[config.mk]
export PLATFORM = sky130hd
export DESIGN_NAME = pdcf_ctrl
export DESIGN_NICKNAME = d
export VERILOG_FILES = /design/src/sv/pdcf_pkg.sv /design/src/sv/pdcf_ctrl.sv
export SDC_FILE = /design/constraint.sdc
export NUM_CORES = 1
export LEC_CHECK = 0
export BUFFER_PORTS_ARGS = -buffer_cell sky130_fd_sc_hd__buf_2
export CAP_MARGIN = 5
export CORE_UTILIZATION = 35
export CTS_CLUSTER_SIZE = 12
export DETAILED_ROUTE_END_ITERATION = 16
export RECOVER_POWER = 25
export SYNTH_ARGS = -nofsm -noshare
export SYNTH_HDL_FRONTEND = slang
export SYNTH_SLANG_ARGS = --single-unit
[constraint.sdc]
create_clock -name clk -period 1.98 [get_ports clk]
set_clock_uncertainty 0.1 [all_clocks]
set_input_delay 0.099 -clock clk [delete_from_list [all_inputs] [get_ports clk]]
set_output_delay 0.099 -clock clk [all_outputs]
set_load 0.02 [all_outputs]
[src/sv/pdcf_pkg.sv]
package pdcf_pkg;

  localparam int MAX_GRID_COLS_DEF = 64;
  localparam int MAX_GRID_ROWS_DEF = 64;

  localparam logic [1:0] OP_TEST  = 2'd0;
  localparam logic [1:0] OP_FORCE = 2'd1;
  localparam logic [1:0] OP_CLEAR = 2'd2;

  localparam logic [2:0] CFG_AREA_WIDTH  = 3'd0;
  localparam logic [2:0] CFG_AREA_HEIGHT = 3'd1;
  localparam logic [2:0] CFG_CELL_EDGE   = 3'd2;
  localparam logic [2:0] CFG_RADIUS_SQ   = 3'd3;
  localparam logic [2:0] CFG_GRID_COLS   = 3'd4;
  localparam logic [2:0] CFG_GRID_ROWS   = 3'd5;

  localparam int COORD_W  = 16;
  localparam int RADIUS_W = 35;
  localparam int DIM_W    = 7;
  localparam int CFG_W    = 35;
  // occupancy tag width, a full tag pass runs on a clear once the epoch is all ones
  localparam int EPOCH_W  = 4;

  typedef enum logic [3:0] {
    ST_INIT,
    ST_IDLE,
    ST_CLEAR,
    ST_DIV,
    ST_CHECK,
    ST_SCAN_RD,
    ST_SCAN_WAIT,
    ST_SCAN_EVAL,
    ST_WRITE,
    ST_OUT
  } state_t;

  // controller to datapath
  typedef struct packed {
    logic load;       // capture input item
    logic div_start;  // start both dividers
    logic win_init;   // set up window bounds and scan position
    logic clr_step;   // clear one occupancy tag
    logic ep_bump;    // move to the next epoch, empties the grid
    logic rd_issue;   // read memory at scan position
    logic eval;       // compare the read cell
    logic advance;    // step scan position
    logic wr;         // store the point
    logic set_acc;    // result accepted
    logic out_load;   // load the output register
  } cmd_t;

  // datapath to controller
  typedef struct packed {
    logic div_done;
    logic clr_last;
    logic ep_full;    // epoch at its last value, next clear needs a tag pass
    logic is_clear;
    logic is_force;
    logic is_test;
    logic pre_ok;     // inside the area and own cell empty
    logic scan_last;
    logic near_hit;   // last evaluated cell is too close
  } stat_t;

endpackage

[src/sv/pdcf_ctrl.sv]
module pdcf_ctrl (
  input  logic            clk,
  input  logic            rst,
  input  logic            in_fire,
  input  logic            out_busy,
  input  pdcf_pkg::stat_t st,
  output logic            in_ready,
  output pdcf_pkg::cmd_t  cmd
);
  pdcf_pkg::state_t state, state_next;
  logic acc, acc_next;

  always_ff @(posedge clk) begin
    if (rst) begin
      state <= pdcf_pkg::ST_INIT;
      acc   <= 1'b0;
    end else begin
      state <= state_next;
      acc   <= acc_next;
    end
  end

  always_comb begin
    state_next = state;
    acc_next   = acc;
    cmd        = '0;
    in_ready   = 1'b0;
    case (state)
      pdcf_pkg::ST_INIT: begin
        cmd.clr_step = 1'b1;
        if (st.clr_last) state_next = pdcf_pkg::ST_IDLE;
      end
      pdcf_pkg::ST_IDLE: begin
        in_ready = 1'b1;
        if (in_fire) begin
          cmd.load   = 1'b1;
          acc_next   = 1'b0;
          state_next = pdcf_pkg::ST_DIV;
        end
      end
      pdcf_pkg::ST_DIV: begin
        if (st.is_clear) begin
          if (st.ep_full) begin
            state_next = pdcf_pkg::ST_CLEAR;
          end else begin
            cmd.ep_bump = 1'b1;
            state_next  = pdcf_pkg::ST_OUT;
          end
        end else if (!st.is_test && !st.is_force) begin
          state_next = pdcf_pkg::ST_OUT;
        end else begin
          cmd.div_start = 1'b1;
          state_next    = pdcf_pkg::ST_CHECK;
        end
      end
      pdcf_pkg::ST_CHECK: begin
        if (st.div_done) begin
          cmd.win_init = 1'b1;
          state_next   = pdcf_pkg::ST_SCAN_RD;
        end
      end
      pdcf_pkg::ST_SCAN_RD: begin
        if (st.is_force) begin
          state_next = pdcf_pkg::ST_WRITE;
        end else if (!st.pre_ok) begin
          state_next = pdcf_pkg::ST_OUT;
        end else begin
          cmd.rd_issue = 1'b1;
          state_next   = pdcf_pkg::ST_SCAN_WAIT;
        end
      end
      pdcf_pkg::ST_SCAN_WAIT: begin
        cmd.eval   = 1'b1;
        state_next = pdcf_pkg::ST_SCAN_EVAL;
      end
      pdcf_pkg::ST_SCAN_EVAL: begin
        if (st.near_hit) begin
          state_next = pdcf_pkg::ST_OUT;
        end else if (st.scan_last) begin
          state_next = pdcf_pkg::ST_WRITE;
        end else begin
          cmd.advance = 1'b1;
          state_next  = pdcf_pkg::ST_SCAN_RD;
        end
      end
      pdcf_pkg::ST_WRITE: begin
        cmd.wr     = 1'b1;
        acc_next   = 1'b1;
        state_next = pdcf_pkg::ST_OUT;
      end
      pdcf_pkg::ST_CLEAR: begin
        cmd.clr_step = 1'b1;
        if (st.clr_last) state_next = pdcf_pkg::ST_OUT;
      end
      pdcf_pkg::ST_OUT: begin
        if (!out_busy) begin
          cmd.out_load = 1'b1;
          cmd.set_acc  = acc;
          state_next   = pdcf_pkg::ST_IDLE;
        end
      end
      default: state_next = pdcf_pkg::ST_IDLE;
    endcase
  end
endmodule

==> summary.txt <==
Crit Path Class - register to primary output
GRT overflow - 0
Synth area leaders - dfxtp_1 19%, nand2b_1 8.2%, buf_4 5.6%, nor2_1 5.6%, nor3b_1 4.2%
TritonCTS clock tree - done
Die area - 1690 sq um
Area leader, netlist - dfxtp_1
Postcts setup bufs - 0
Top-count cell post-synth - nor2_1
Synth-to-Final Area Change - 29.1%
Final Cycle Share - 95.0%
Largest net degree at the start of global routing - 12
Initial core utilization - 39.3%
Post-Syn Area - 537 sq um
CTS buffer count - 3
FMAX - 0.532 GHz
Worst setup SP type - register
Post-CTS resize count - 0
Port bufs - 24
# fillers - 146
Hold Crit Class - input pin to register
Antenna diodes - 0
Worst vdd ir - 0.000237 V
Post-synth top cells - 8 x nor2_1, 7 x nand2b_1, 5 x dfxtp_1
Vias after detailed routing - 624
Per-cell routed wire length - 11.7 um
Clock sinks - 5
Final Hold Fails - 0
Antenna violations before repair - 0
Status - completed
Die Y - 41.2 um
Avg Inst Size Synth - 7.35 sq um
Longest Clk Path Bufs - 2
Final WL - 1350 um
Mapped Cells - 73
Critical Path End Type - primary output
Clk Latency, worst-skew pair - 0.23 ns
Syn Nets - 86
Synth unique cells - 37
DP Worst Slack - 0.355 ns
Vias per cell - 5.43
GP Congestion - 0.825
Clock transition time at the flip-flop clock pins of the worst setup and hold paths - 0.04 ns
Placed Cells - 110
Worst Path Required - 1.78 ns
TNS Setup - 0 ns
Core Region - 1370 sq um
Post-Layout Cell Count - 115
First-pass GRT wire length - 1990 um
Main synth FF type - dfxtp_1
Yosys top cell area share - 18.6%
Register bit total from synthesis - 5
Final setup violating endpoints - 0
Slew HR - 73.6%
EDFF count, synth - 0
Asr flop ratio synth - 0%
Hpwl dp - 1100 um
Pwr dens - 564 nW/um^2
Residual DRC count - 0
1st-pass router iterations - 4
Initial drt markers - 7
Die width - 41.2 um
Top-level I/O count - 25
Ys Warns - 0
Leak - 0.000313 uW
Cell Rows - 13
GRT Util Overall - 17.8%
Slew of the pin with the lowest slew margin - 0.386 ns
Post-layout min period - 1.88 ns
H-tree levels - 1
Final slew viol count - 0
Crit-path max FO - 11
Setup ws final - 0.0988 ns
Post-layout util - 50.7%
Layout cells sized above 1 - 33.0%
CP arrival - 1.68 ns
Seq/Total Area, Yosys - 18.6%
Unrepaired setup endpoints after global routing - no
Max-cap violations - 0
CTS Root Cell - clkbuf_4
Vias in the first global route - 501
Remaining antenna violation count - 0
Final nets - 114
-- kinds of logic (layout without fill, tap and decap cells) --
logic type	Yosys count	in the layout	synth area share (%)
buffers and inverters	9	36	9.32
XOR/XNOR	1	1	1.63
flip-flops	5	5	18.6
AO/OA/AOI/OAI	17	17	24.2
AND/OR/NAND/NOR	41	41	46.2
-- registers in the layout, indices dropped and copies added (netlist names) --
name	cells
state	4
acc	1
-- where the power goes --
part / leakage (uW) / internal, uW / switching [uW]
Clock: 0.0000150 / 75.8 / 36.2
Sequential: 0.0000406 / 108 / 13.5
Combinational: 0.000257 / 64.2 / 93.1
Total: 0.000313 / 248 / 143
-- critical path, cell delays in order, from the launching register on --
cell	delay [ns]
dfxtp_1	0.41
nand2b_1	0.25
or2_1	0.24
or3_1	0.33
inv_1	0.07
buf_2	0.15
-- area by class of cell --
cell class | instances | area [sq um] | area share (%)
Timing Repair Buffer | 28 | 146 | 21.1
Multi-Input combinational cell | 59 | 387 | 55.8
Tap cell | 15 | 18.8 | 2.71
Clock buffer | 4 | 26.3 | 3.79
Sequential cell | 5 | 100 | 14.4
Inverter | 4 | 15.0 | 2.17
-- stage by stage --
step                      hold WS (ns)  power (uW)  cell area [sq um]
after floorplan                 0.0652         231                537
after global placement           0.249         284                663
after detailed placement         0.249         280                663
after CTS                       0.0878         399                699
after global routing             0.108         420                693
final                           0.0938         391                693
-- cell usage in the layout, fill, tap and decap left out, types with 2 or more instances in the layout --
cell      Yosys  layout
nand2_1       3       3
nor2_1        8       8
o21ai_1       2       2
buf_2         1      22
clkbuf_1      0       4
dfxtp_1       5       5
nor3b_1       3       3
nand3_1       3       3
buf_4         4       2
clkbuf_4      0       3
a311oi_1      2       2
nor3_1        4       4
inv_1         3       3
or3_1         2       2
nand2b_1      7       7
a21oi_1       3       3
-- repair_timing --
item                                    4_1_cts  5_1_grt
endpoints found under the setup margin        0        0
hold endpoints to repair                      1        0
hold buffers                                  1        0
-- final timing paths --
| path | depth (start not counted) | slack [ns] | to | startpoint |
|---|---|---|---|---|
| worst max-delay path | 5 | 0.1 | cmd[3] | state[3] |
| worst max register to register | 5 | 0.36 | state[3] | state[1] |
| worst min register to register | 2 | 0.38 | acc | acc |
| worst min-delay path | 3 | 0.09 | state[2] | st[0] |
-- routing by layer --
metal,share of wire (%),vias up,GRT usage [%]
li1,-,321,-
met1,45,280,20.8
met2,50,23,31.3
met3,5.0,0,2.72
met4,0,0,8.06
met5,0,-,0
(Power assumes the default switching activity.)
